$ cat src/sv/rmp_pkg.sv
// Shared types and constants for the routing message parser.
// Used by every module of the block; depends on nothing.
package rmp_pkg;

	// Message layout and checksum constants.
	localparam int unsigned HEADER_LEN  = 4;
	localparam int unsigned MIN_LEN     = 6;
	localparam int unsigned HOP_SHIFT   = 10;
	localparam logic [15:0] SUM_SEED    = 16'h0001;
	localparam logic [15:0] SUM_MASK    = 16'hFFFF;
	localparam logic [9:0]  COST_MASK   = 10'h3FF;

	// Default depth of the queue between front and back.
	localparam int unsigned QUEUE_DEPTH = 4;

	// Result kinds.
	localparam logic KIND_ENTRY  = 1'b0;
	localparam logic KIND_STATUS = 1'b1;

	// Status codes.
	localparam logic [1:0] ST_OK       = 2'd0;
	localparam logic [1:0] ST_SHORT    = 2'd1;
	localparam logic [1:0] ST_SEG_ERR  = 2'd2;
	localparam logic [1:0] ST_MISMATCH = 2'd3;

	// One input item.
	typedef struct packed {
		logic [7:0] data_byte;
		logic       final_byte;
	} in_item_t;

	// One result item.
	typedef struct packed {
		logic        result_kind;
		logic [15:0] node_index;
		logic [5:0]  hop_count;
		logic [9:0]  path_cost;
		logic [1:0]  status;
		logic [15:0] source_id;
		logic [7:0]  message_flags;
		logic [15:0] segments_seen;
		logic        end_of_run;
	} out_item_t;

	// Work handed from the front to the back through the queue.
	typedef struct packed {
		logic        has_body;   // a body byte has been released
		logic [7:0]  body;       // the released body byte
		logic        fin;        // last byte of the message
		logic        too_short;  // message shorter than the minimum length
		logic [15:0] given_sum;  // checksum carried in the two held bytes
	} body_cmd_t;

endpackage

$ cat src/sv/routing_message_parser_top.sv
// Routing message parser: one message byte per item in, routing entries and one
// status per message out. A front stage holds back the two newest bytes so the
// trailing checksum is never parsed as body, and passes released bytes through a
// short queue (QUEUE_DEPTH commands) to a back stage that walks the header and
// segments, keeps the end-around-carry checksum and fills a result register.
// A byte is accepted every cycle while the queue has room; a byte yields at most
// one result, except a final byte that also completes a routing word, which
// occupies the back stage for an entry and then a status. A byte's command is
// stored in the queue, and its result is then held in the result register.
// Entries are emitted before the verdict and are valid only if the status reads ok.
module routing_message_parser_top #(
	parameter int unsigned QUEUE_DEPTH = rmp_pkg::QUEUE_DEPTH
) (
	input  logic               clk,
	input  logic               arst_n,
	input  logic               byte_valid,
	output logic               byte_ready,
	input  rmp_pkg::in_item_t  byte_item,
	output logic               res_valid,
	input  logic               res_ready,
	output rmp_pkg::out_item_t res_item
);

	logic               push_valid;
	logic               push_ready;
	rmp_pkg::body_cmd_t push_cmd;
	logic               head_valid;
	logic               pop;
	rmp_pkg::body_cmd_t head_cmd;

	// Byte intake and hold-back.
	rmp_front u_front (
		.clk        (clk),
		.arst_n     (arst_n),
		.byte_valid (byte_valid),
		.byte_ready (byte_ready),
		.byte_item  (byte_item),
		.push_valid (push_valid),
		.push_ready (push_ready),
		.push_cmd   (push_cmd)
	);

	// Decoupling queue.
	rmp_queue #(
		.DEPTH (QUEUE_DEPTH)
	) u_queue (
		.clk        (clk),
		.arst_n     (arst_n),
		.push_valid (push_valid),
		.push_ready (push_ready),
		.push_cmd   (push_cmd),
		.head_valid (head_valid),
		.pop        (pop),
		.head_cmd   (head_cmd)
	);

	// Parsing, checksum and result generation.
	rmp_back u_back (
		.clk        (clk),
		.arst_n     (arst_n),
		.head_valid (head_valid),
		.head_cmd   (head_cmd),
		.pop        (pop),
		.res_valid  (res_valid),
		.res_ready  (res_ready),
		.res_item   (res_item)
	);

endmodule

$ cat src/sv/rmp_front.sv
// Front part of the routing message parser: accepts bytes and holds back two.
// Depends on rmp_pkg; feeds rmp_queue with rmp_pkg::body_cmd_t commands.
module rmp_front (
	input  logic               clk,
	input  logic               arst_n,
	input  logic               byte_valid,
	output logic               byte_ready,
	input  rmp_pkg::in_item_t  byte_item,
	output logic               push_valid,
	input  logic               push_ready,
	output rmp_pkg::body_cmd_t push_cmd
);

	localparam int unsigned POS_W = $clog2(rmp_pkg::MIN_LEN + 1);
	localparam logic [POS_W-1:0] POS_MAX = POS_W'(rmp_pkg::MIN_LEN);

	logic [1:0]       held_cnt_q;
	logic [7:0]       held0_q;
	logic [7:0]       held1_q;
	logic [POS_W-1:0] pos_q;
	logic [POS_W-1:0] pos_n;
	logic [7:0]       held0_n;
	logic [7:0]       held1_n;
	logic             accept;

	assign byte_ready = push_ready;
	assign accept     = byte_valid && byte_ready;

	// Byte count, saturating once the minimum length is reached.
	assign pos_n = (pos_q == POS_MAX) ? pos_q : pos_q + POS_W'(1);

	// Held bytes after this item: the oldest drops out once two are held.
	always_comb begin
		held0_n = held0_q;
		held1_n = held1_q;
		if (held_cnt_q == 2'd2) begin
			held0_n = held1_q;
			held1_n = byte_item.data_byte;
		end else if (held_cnt_q == 2'd1) begin
			held1_n = byte_item.data_byte;
		end else begin
			held0_n = byte_item.data_byte;
		end
	end

	// A command is needed only when a body byte is released or the message ends.
	assign push_valid         = byte_valid && ((held_cnt_q == 2'd2) || byte_item.final_byte);
	assign push_cmd.has_body  = (held_cnt_q == 2'd2);
	assign push_cmd.body      = held0_q;
	assign push_cmd.fin       = byte_item.final_byte;
	assign push_cmd.too_short = (pos_n < POS_MAX);
	assign push_cmd.given_sum = {held1_n, held0_n};

	// Hold-back registers; the count and position restart after the last byte.
	always_ff @(posedge clk or negedge arst_n) begin
		if (!arst_n) begin
			held_cnt_q <= 2'd0;
			pos_q      <= '0;
		end else if (accept) begin
			if (byte_item.final_byte) begin
				held_cnt_q <= 2'd0;
				pos_q      <= '0;
			end else begin
				held_cnt_q <= (held_cnt_q == 2'd2) ? held_cnt_q : held_cnt_q + 2'd1;
				pos_q      <= pos_n;
			end
		end
	end

	always_ff @(posedge clk) begin
		if (accept) begin
			held0_q <= held0_n;
			held1_q <= held1_n;
		end
	end

endmodule

$ cat src/sv/rmp_queue.sv
// Short first-in first-out queue of commands between front and back.
// Depends on rmp_pkg for the command type.
module rmp_queue #(
	parameter int unsigned DEPTH = rmp_pkg::QUEUE_DEPTH
) (
	input  logic               clk,
	input  logic               arst_n,
	input  logic               push_valid,
	output logic               push_ready,
	input  rmp_pkg::body_cmd_t push_cmd,
	output logic               head_valid,
	input  logic               pop,
	output rmp_pkg::body_cmd_t head_cmd
);

	localparam int unsigned PTR_W = (DEPTH > 1) ? $clog2(DEPTH) : 1;
	localparam int unsigned CNT_W = $clog2(DEPTH + 1);
	localparam logic [PTR_W-1:0] PTR_LAST = PTR_W'(DEPTH - 1);
	localparam logic [CNT_W-1:0] CNT_FULL = CNT_W'(DEPTH);

	rmp_pkg::body_cmd_t mem [DEPTH];
	logic [PTR_W-1:0]   wr_ptr_q;
	logic [PTR_W-1:0]   rd_ptr_q;
	logic [CNT_W-1:0]   count_q;
	logic               push;

	assign push_ready = (count_q != CNT_FULL);
	assign head_valid = (count_q != '0);
	assign head_cmd   = mem[rd_ptr_q];
	assign push       = push_valid && push_ready;

	// Storage write.
	always_ff @(posedge clk) begin
		if (push) begin
			mem[wr_ptr_q] <= push_cmd;
		end
	end

	// Pointers and fill count.
	always_ff @(posedge clk or negedge arst_n) begin
		if (!arst_n) begin
			wr_ptr_q <= '0;
			rd_ptr_q <= '0;
			count_q  <= '0;
		end else begin
			if (push) begin
				wr_ptr_q <= (wr_ptr_q == PTR_LAST) ? '0 : wr_ptr_q + PTR_W'(1);
			end
			if (pop) begin
				rd_ptr_q <= (rd_ptr_q == PTR_LAST) ? '0 : rd_ptr_q + PTR_W'(1);
			end
			if (push && !pop) begin
				count_q <= count_q + CNT_W'(1);
			end else if (pop && !push) begin
				count_q <= count_q - CNT_W'(1);
			end
		end
	end

endmodule

$ cat src/sv/rmp_back.sv
// Back part of the routing message parser: segment parsing, checksum and results.
// Depends on rmp_pkg; takes commands from rmp_queue and drives the result register.
module rmp_back (
	input  logic                clk,
	input  logic                arst_n,
	input  logic                head_valid,
	input  rmp_pkg::body_cmd_t  head_cmd,
	output logic                pop,
	output logic                res_valid,
	input  logic                res_ready,
	output rmp_pkg::out_item_t  res_item
);

	// Parse phases.
	localparam logic [2:0] PH_HEADER   = 3'd0;
	localparam logic [2:0] PH_COUNT_LO = 3'd1;
	localparam logic [2:0] PH_COUNT_HI = 3'd2;
	localparam logic [2:0] PH_START_LO = 3'd3;
	localparam logic [2:0] PH_START_HI = 3'd4;
	localparam logic [2:0] PH_WORD_LO  = 3'd5;
	localparam logic [2:0] PH_WORD_HI  = 3'd6;

	localparam logic [1:0] HDR_LAST = 2'(rmp_pkg::HEADER_LEN - 1);

	logic [2:0]  phase_q, phase_n;
	logic [1:0]  hdr_q, hdr_n;
	logic [15:0] words_q, words_n;
	logic [15:0] index_q, index_n;
	logic [7:0]  low_q, low_n;
	logic [15:0] sum_q, sum_n;
	logic [7:0]  flags_q, flags_n;
	logic [15:0] src_q, src_n;
	logic [15:0] tally_q, tally_n;
	logic        done_q;

	rmp_pkg::out_item_t out_q;
	logic               out_valid_q;

	logic [15:0] word;
	logic [16:0] sum_add;
	logic [15:0] sum_eac;
	logic [15:0] tally_inc;
	logic        apply;
	logic        is_entry;
	logic        emit_status;
	logic        take;
	logic [1:0]  status_code;

	// The routing word being completed and its end-around-carry sum.
	assign word      = {head_cmd.body, low_q};
	assign sum_add   = {1'b0, sum_q} + {1'b0, word};
	assign sum_eac   = sum_add[15:0] + {15'd0, sum_add[16]};
	assign tally_inc = (tally_q == rmp_pkg::SUM_MASK) ? tally_q : tally_q + 16'd1;

	// The body byte is applied once, even when its command stays for the status.
	assign apply = head_cmd.has_body && !done_q;

	// One step of the parse phase sequence.
	always_comb begin
		phase_n  = phase_q;
		hdr_n    = hdr_q;
		words_n  = words_q;
		index_n  = index_q;
		low_n    = low_q;
		sum_n    = sum_q;
		flags_n  = flags_q;
		src_n    = src_q;
		tally_n  = tally_q;
		is_entry = 1'b0;
		if (apply) begin
			case (phase_q)
				PH_HEADER: begin
					case (hdr_q)
						2'd0:    flags_n = head_cmd.body;
						2'd1:    src_n[7:0] = head_cmd.body;
						2'd2:    src_n[15:8] = head_cmd.body;
						default: ;
					endcase
					hdr_n = hdr_q + 2'd1;
					if (hdr_q == HDR_LAST) begin
						phase_n = PH_COUNT_LO;
					end
				end
				PH_COUNT_LO, PH_START_LO, PH_WORD_LO: begin
					low_n   = head_cmd.body;
					phase_n = phase_q + 3'd1;
				end
				PH_COUNT_HI: begin
					words_n = word;
					sum_n   = sum_eac;
					phase_n = PH_START_LO;
				end
				PH_START_HI: begin
					index_n = word;
					sum_n   = sum_eac;
					if (words_q == 16'd0) begin
						tally_n = tally_inc;
						phase_n = PH_COUNT_LO;
					end else begin
						phase_n = PH_WORD_LO;
					end
				end
				PH_WORD_HI: begin
					sum_n    = sum_eac;
					is_entry = 1'b1;
					index_n  = index_q + 16'd1;
					words_n  = words_q - 16'd1;
					if (words_q == 16'd1) begin
						tally_n = tally_inc;
						phase_n = PH_COUNT_LO;
					end else begin
						phase_n = PH_WORD_LO;
					end
				end
				default: phase_n = PH_HEADER;
			endcase
		end
	end

	// Verdict on the message, taken after the last body byte is applied.
	always_comb begin
		if (head_cmd.too_short) begin
			status_code = rmp_pkg::ST_SHORT;
		end else if (phase_n != PH_COUNT_LO) begin
			status_code = rmp_pkg::ST_SEG_ERR;
		end else if (head_cmd.given_sum != sum_n) begin
			status_code = rmp_pkg::ST_MISMATCH;
		end else begin
			status_code = rmp_pkg::ST_OK;
		end
	end

	// A command is taken when the result register is free or being emptied.
	// A final item that also completes a word stays at the head for its status.
	assign take        = head_valid && (!out_valid_q || res_ready);
	assign emit_status = head_cmd.fin && !is_entry;
	assign pop         = take && !(is_entry && head_cmd.fin);

	// Parse state; everything returns to its reset value after the status.
	always_ff @(posedge clk or negedge arst_n) begin
		if (!arst_n) begin
			phase_q <= PH_HEADER;
			hdr_q   <= 2'd0;
			words_q <= 16'd0;
			index_q <= 16'd0;
			low_q   <= 8'd0;
			sum_q   <= rmp_pkg::SUM_SEED;
			flags_q <= 8'd0;
			src_q   <= 16'd0;
			tally_q <= 16'd0;
			done_q  <= 1'b0;
		end else if (take) begin
			if (emit_status) begin
				phase_q <= PH_HEADER;
				hdr_q   <= 2'd0;
				words_q <= 16'd0;
				index_q <= 16'd0;
				low_q   <= 8'd0;
				sum_q   <= rmp_pkg::SUM_SEED;
				flags_q <= 8'd0;
				src_q   <= 16'd0;
				tally_q <= 16'd0;
			end else begin
				phase_q <= phase_n;
				hdr_q   <= hdr_n;
				words_q <= words_n;
				index_q <= index_n;
				low_q   <= low_n;
				sum_q   <= sum_n;
				flags_q <= flags_n;
				src_q   <= src_n;
				tally_q <= tally_n;
			end
			done_q <= is_entry && head_cmd.fin;
		end
	end

	// Result register.
	always_ff @(posedge clk or negedge arst_n) begin
		if (!arst_n) begin
			out_valid_q <= 1'b0;
		end else if (take) begin
			out_valid_q <= is_entry || emit_status;
		end else if (res_ready) begin
			out_valid_q <= 1'b0;
		end
	end

	always_ff @(posedge clk) begin
		if (take) begin
			if (is_entry) begin
				out_q.result_kind   <= rmp_pkg::KIND_ENTRY;
				out_q.node_index    <= index_q;
				out_q.hop_count     <= word[15:rmp_pkg::HOP_SHIFT];
				out_q.path_cost     <= word[rmp_pkg::HOP_SHIFT-1:0] & rmp_pkg::COST_MASK;
				out_q.status        <= rmp_pkg::ST_OK;
				out_q.source_id     <= 16'd0;
				out_q.message_flags <= 8'd0;
				out_q.segments_seen <= 16'd0;
				out_q.end_of_run    <= !head_cmd.fin;
			end else begin
				out_q.result_kind   <= rmp_pkg::KIND_STATUS;
				out_q.node_index    <= 16'd0;
				out_q.hop_count     <= 6'd0;
				out_q.path_cost     <= 10'd0;
				out_q.status        <= status_code;
				out_q.source_id     <= src_n;
				out_q.message_flags <= flags_n;
				out_q.segments_seen <= tally_n;
				out_q.end_of_run    <= 1'b1;
			end
		end
	end

	assign res_valid = out_valid_q;
	assign res_item  = out_q;

	// A command kept back for its status must still be at the head of the queue.
	a_done_holds_head: assert property (@(posedge clk) disable iff (!arst_n)
		done_q |-> head_valid)
		else $error("kept-back command missing from the queue");

	// The status is kept back only behind an entry that does not end the run.
	a_done_after_entry: assert property (@(posedge clk) disable iff (!arst_n)
		$rose(done_q) |-> out_valid_q && out_q.result_kind == rmp_pkg::KIND_ENTRY
			&& !out_q.end_of_run)
		else $error("status deferred without a preceding entry");

	// Every status result closes its run.
	a_status_ends_run: assert property (@(posedge clk) disable iff (!arst_n)
		out_valid_q && out_q.result_kind == rmp_pkg::KIND_STATUS |-> out_q.end_of_run)
		else $error("status result without end of run");

	// After a status the parser starts a fresh message.
	a_restart: assert property (@(posedge clk) disable iff (!arst_n)
		take && emit_status |=> phase_q == PH_HEADER && sum_q == rmp_pkg::SUM_SEED
			&& !done_q)
		else $error("parser not restarted after status");

endmodule
$ cat config.mk
export PLATFORM = sky130hd
export DESIGN_NAME = routing_message_parser_top
export DESIGN_NICKNAME = d
export VERILOG_FILES = /design/src/sv/rmp_pkg.sv /design/src/sv/routing_message_parser_top.sv /design/src/sv/rmp_front.sv /design/src/sv/rmp_queue.sv /design/src/sv/rmp_back.sv
export SDC_FILE = /design/constraint.sdc
export NUM_CORES = 1
export LEC_CHECK = 0
export BUFFER_PORTS_ARGS = -buffer_cell sky130_fd_sc_hd__buf_2
export CAP_MARGIN = 5
export CORE_MARGIN = 2
export CORE_UTILIZATION = 49
export CTS_CLUSTER_DIAMETER = 50
export DETAILED_ROUTE_END_ITERATION = 6
export GPL_TIMING_DRIVEN = 0
export PLACE_DENSITY_LB_ADDON = 0.2
export SETUP_SLACK_MARGIN = 0.3
export SLEW_MARGIN = 20
export SYNTH_ARGS = -nofsm -noshare
export SYNTH_HDL_FRONTEND = slang
export SYNTH_HIERARCHICAL = 1
export SYNTH_SLANG_ARGS = --single-unit
$ cat constraint.sdc
create_clock -name clk -period 9.25 [get_ports clk]
set_input_delay 1.85 -clock clk [delete_from_list [all_inputs] [get_ports clk]]
set_output_delay 1.85 -clock clk [all_outputs]
set_load 0.05 [all_outputs]
**Yosys cells after proc, flatten, opt, wreduce, memory -nomap -nowiden**

Memory sizes are Yosys's and may differ from the RTL's.
Cells that the tools add are included.

- $add $sub $neg: 13
- $mul: 0
- Divide/modulo/power cells: 0
- Magnitude comparators: 1
- Equality and inequality tests: 20
- Shifts and indexed selects: 0
- Mux-type cells: 58
- Bitwise logic cells: 0
- Reductions and logical operators: 39

Operators by type and width:

| kind | count |
|---|---|
| $mux W16 | 15 |
| $mux W8 | 13 |
| $pmux W16 S2 | 3 |
| $mux W76 | 1 |
| $add A16 B1 Y16 const B | 2 |
| $mux W3 | 9 |
| $mux W2 | 10 |
| $add A16 B16 Y17 | 1 |
| $add A16 B1 Y16 | 1 |
| $eq A16 B1 Y1 const B | 1 |
| $eq A16 B16 Y1 const B | 1 |
| $logic_not A16 Y1 | 1 |
| $ne A16 B16 Y1 | 1 |
| $sub A16 B1 Y16 const B | 1 |
| $pmux W3 S5 | 1 |
| $eq A3 B3 Y1 const B | 4 |
| $reduce_and A3 Y1 | 4 |
| $eq A2 B2 Y1 const B | 5 |
| $logic_and A1 B1 Y1 | 10 |
| $reduce_bool A2 Y1 | 5 |
| $add A3 B1 Y3 const B | 3 |
| $reduce_bool A3 Y1 | 3 |
| $add A2 B1 Y2 const B | 4 |
| $logic_not A1 Y1 | 7 |
| 15 further kinds | 25 |

- Flip-flop bits (word level): 207
- Bits in latches: 0
- RAM bits: 108
- ROM bits: 0
- Input bits: 13
- Output and inout port bits: 78
- Logic and storage cells: 160
- Memories: 1

Memories:

| memory | words | width | read ports | clocked after Yosys merged registers in | wr ports | RTL line | RTL |
|---|---|---|---|---|---|---|---|
| u_queue.mem | 4 | 27 | 1 | 0 | 1 | rmp_queue.sv:21 | `rmp_pkg::body_cmd_t mem [DEPTH];` |

**Depth between registers and ports, before layout**

An unclocked memory read counts as a cell.

- Word-level depth: 10
- Mapped depth: 23

**Modules after synthesis**

Netlist, hierarchy kept.

Modules (own cells, without submodules):

| module | instances | cells each | area an instance (um2) | sequential area each (um2) |
|---|---|---|---|---|
| rmp_back | 1 | 1,087 | 10,368.7 | 4,860.9 |
| rmp_queue | 1 | 177 | 4,327.9 | 3,418.3 |
| rmp_front | 1 | 91 | 1,098.6 | 605.6 |

**Least setup slack after synthesis**

Ideal clock, no wire load.

- Path type: register to register
- From: register u_queue.rd_ptr_q[0]
- To: register u_back.out_q, in the netlist u_back/res_item[41], data pin
- Setup time: 261 ps
- Arrival time: 4,778 ps
- Slack: 4,211 ps
- Stages on the path, launching flop included: 23
- Buffers on the path: 2
- Cell sequence: dfrtp_1 -> buf_4 -> mux4_2 -> ha_1 -> a21o_1 -> a221o_1 -> nor2_1 -> o21bai_1 -> a21oi_1 -> nor2_1 -> o21ai_0 -> nand2b_1 -> ha_1 -> ha_1 -> and3_1 -> and3_1 -> buf_2 -> or2_1 -> a211o_1 -> a31oi_1 -> nand4_1 -> o31a_1 -> a221o_1

RTL lines:

| item | RTL line | RTL |
|---|---|---|
| start: declaration | rmp_queue.sv:23 | `logic [PTR_W-1:0] rd_ptr_q;` |
| start signal: assignment | rmp_queue.sv:50 | `rd_ptr_q <= (rd_ptr_q == PTR_LAST) ? '0 : rd_ptr_q + PTR_W'(1);` |
| end: declaration | rmp_back.sv:36 | `rmp_pkg::out_item_t out_q;` |

==> flow_metrics.py <==
metrics = {
    "cts": {
        "clockRootBuffer": "clkbuf_16",
        "post_cts_buffers": 0,
        "cts.sinks": 315,
        "cts_resized": 0,
        "htree_levels": 2,
        "cts_buffers": 38,
        "clk_pin_slew_ns": 0.06,
        "clock_path_buffers": 3,
        "cts_tree": "yes",
        "postCtsHoldBufs": 0,
        "clock_latency_ns": 0.54,
    },
    "grt": {
        "grt_pass1_wl_mm": 60.57,
        "first_global_vias": 11107,
        "grt_overflow": 0,
        "grt_max_degree": 67,
        "grt_use_met3_pct": 3.685,
        "met2_usage_pct": 38.67,
        "grtUsageTotal_pct": 22.86,
        "antenna_found_initial": 0,
        "use_met1_pct": 30.21,
        "top_usage_layer": "met2",
    },
    "worst_setup_path": {
        "reg2regPathDepth": 22,
        "worst_ep_required_time_ns": 9.52,
        "r2r_slack_ns": 3.27,
        "critPathKind": "flip-flop to flip-flop",
        "endpoint_kind": "flip-flop",
        "critical_path_peak_fanout": 10,
        "critPathArrivalTime_ns": 6.25,
        "rr_endpoint": "u_back/res_item[41]",
        "r2r-start": "u_queue/rd_ptr_q[0]",
        "crit_path_start_kind": "flip-flop",
    },
    "floorplanning": {
        "die_h_um": 183.5,
        "io_pins": 91,
        "die_w_um": 183.5,
        "core_area_um2": 31640,
        "initial_core_util_pct": 49.93,
        "rows": 65,
        "die-area_um2": 33690,
    },
    "synth": {
        "ys_types": 91,
        "ys_ff_latch": 315,
        "yosysSeqAreaShare_pct": 56.25,
        "synthSimpleGateAreaFrac_pct": 12.57,
        "syn_inst": 1355,
        "dominantRegCellSynth": "edfxtp_1",
        "synth_top_family_by_area": "compound AO/OA/AOI/OAI gates",
        "ys_warn_count": 6,
        "synth_mux_area_share_pct": 6.915,
        "syn_area_um2": 15800,
        "synth_edf_count": 200,
        "ys_async_sr_fraction_pct": 36.51,
        "synthAdderAreaFrac_pct": 3.565,
        "syn_avg_cell_area_um2": 11.66,
        "synth-xor-area-share_pct": 3.295,
        "synth_compound_area_share_pct": 14.27,
        "synth_nets": 1411,
    },
    "flow_run": {
        "maxCapViolCount": 0,
    },
    "timing": {
        "setup-tns-final_ns": 0,
        "finalHoldViolations": 0,
        "fin_crit_sh_pct": 64.61,
        "tightest_slew_ns": 0.9198,
        "rsz0062_at_grt": "no",
        "setup_viol": 0,
        "max_freq_mhz": 167.3,
        "fin_crit_ns": 5.976,
        "slew_viol_final": 0,
        "relSlewSlack_pct": 38.46,
        "skew_ns": 0.01613,
    },
    "drt": {
        "ant_nets": 0,
        "firstDrtPassIters": 5,
        "post-route-drc-count": 0,
        "wl_mm": 37.98,
        "routedWlPerCell_um": 19.80,
        "drt_first_iter_violations": 866,
        "vias": 11379,
        "avgViaCountPerCell": 5.933,
    },
    "power_and_ir_drop": {
        "power.share.sequential_pct": 34.7,
        "pwr-share-comb_pct": 43.4,
        "power_uw": 6450,
        "clkPwrFrac_pct": 21.8,
        "swShare_pct": 42.37,
        "irDropWorstVdd_mv": 0.2055,
        "p_leak_uw": 0.007272,
        "intPower_uw": 3717,
        "switchingPower_uw": 2733,
        "powerDensity_nw_per_um2": 358.1,
    },
    "final_layout": {
        "area_growth_pct": 14.03,
        "n_antenna_cell": 0,
        "nNetsFinal": 1542,
        "mostFrequentLayoutCell": "edfxtp_1",
        "drive_gt1_share_pct": 15.70,
        "finalNonFillerCells": 1918,
        "mostFrequentLayoutCells": "edfxtp_1 (200), nor2_1 (115), dfrtp_1 (114), nand2_1 (107), buf_2 (100)",
    },
    "hold_path": {
        "min_path_type": "flip-flop to flip-flop",
        "min_to": "u_back/words_q[13]",
        "hold_depth": 2,
        "hp-start": "u_back/words_q[13]",
    },
    "outcome": {
        "status": "completed",
    },
    "placed_design": {
        "port_buffers": 89,
        "gp_congestion": 0.8930,
        "place_inst": 1848,
        "dp_hpwl_mm": 26.70,
    },
}
worst max-delay path: stages, from the launching register on:
cell and delay, ns:
dfrtp_1 0.36, buf_4 0.25, mux4_2 0.60, ha_1 0.39, a21o_1 0.23, a221o_1 0.42
nor2_1 0.25, o21bai_1 0.13, a21oi_1 0.16, nor2_1 0.06, o21ai_0 0.16, nand2b_1 0.12
ha_1 0.24, ha_1 0.23, o211ai_1 0.10, a21oi_1 0.08, xnor2_1 0.38, a211oi_1 0.14
nand4b_1 0.33, and4b_1 0.32, nand4_1 0.17, o31a_1 0.34, a221o_1 0.27
Yosys cell counts, types with 17 or more instances:
cell      count  area (um^2)
a21oi_1      79        395.4
a32o_1       26        260.3
and3_1       35        219.0
clkbuf_1     52        195.2
dfrtp_1     114         2853
edfxtp_1    200         6006
ha_1         41        513.0
inv_1        43        161.4
mux2i_1      33        330.3
mux4_2       27        608.1
nand2_1     107        401.6
nand3_1      34        170.2
nor2_1      115        431.7
nor3_1       18        90.09
o21ai_0      96        480.5
o21ai_1      17        85.08
xnor2_1      27        236.5
xor2_1       20        175.2
routing by layer:
| layer | vias up | share of wire [%] |
|---|---|---|
| met3 | 82 | 5.8 |
| met1 | 5573 | 43 |
| met5 | - | 0 |
| met4 | 0 | 2.8 |
| met2 | 357 | 48 |
| li1 | 5367 | - |
cells by family after synthesis:
| kind of cell | count (synthesis) |
|---|---|
| AOI/OAI and AO/OA | 343 |
| xor gates and xnor gates | 52 |
| adders and majority gates | 44 |
| buffers and inverters | 120 |
| DFF | 315 |
| muxes | 73 |
| and+or+nand+nor | 408 |
sequential cells by signal, summed over array words and instances (netlist names), 8 cells and up:
| register | cells |
|---|---|
| u_back/words_q | 16 |
| u_back/sum_q | 16 |
| u_back/flags_q | 8 |
| u_front/held0_q | 8 |
| u_back/low_q | 8 |
| u_back/index_q | 16 |
| u_queue/mem | 108 |
| u_back/src_q | 16 |
| u_back/tally_q | 16 |
| u_front/held1_q | 8 |
| u_back/res_item | 76 |
worst max-delay path by stage:
stage,start,to,depth (start not counted)
2_1_floorplan,u_queue/rd_ptr_q[0],u_back/res_item[41],22
3_3_place_gp,res_ready,u_back/flags_q[0],6
3_5_place_dp,u_queue/rd_ptr_q[0],u_back/res_item[41],22
4_1_cts,u_queue/rd_ptr_q[0],u_back/res_item[41],22
5_1_grt,u_queue/rd_ptr_q[0],u_back/res_item[41],22
6_report,u_queue/rd_ptr_q[0],u_back/res_item[41],22
stage by stage:
step | setup WS (ns) | area (um^2) | hold slack (ns) | utilization [%]
2_1_floorplan | 4.211 | 15800 | 0.4414 | -
6_report | 3.274 | 18010 | 0.4765 | 56.93
3_3_place_gp | 3.080 | 16740 | 0.4664 | 52.92
5_1_grt | 2.937 | 18010 | 0.5050 | 56.93
3_5_place_dp | 3.333 | 16800 | 0.4728 | 53.11
4_1_cts | 3.303 | 18000 | 0.4820 | 56.91
power groups by stage:
stage          clock, uW  combinational [uW]  sequential [uW]
2_1_floorplan          0                1580             2710
3_3_place_gp           0                2740             2270
3_5_place_dp           0                2790             2270
4_1_cts             1440                2800             2240
5_1_grt             1500                3040             2290
6_report            1410                2800             2240
layout make-up:
cell class / instances / area (um^2)
sequential: 315 / 8885
tap: 402 / 503.0
fill: 2669 / 13630
clock inverter: 22 / 173.9
multi-input combinational: 920 / 6421
buffer: 76 / 334.1
inverter: 44 / 165.2
clock buffer: 48 / 1030
timing repair buffer: 91 / 499.2
No activity file was read; power rests on OpenSTA's default activity.
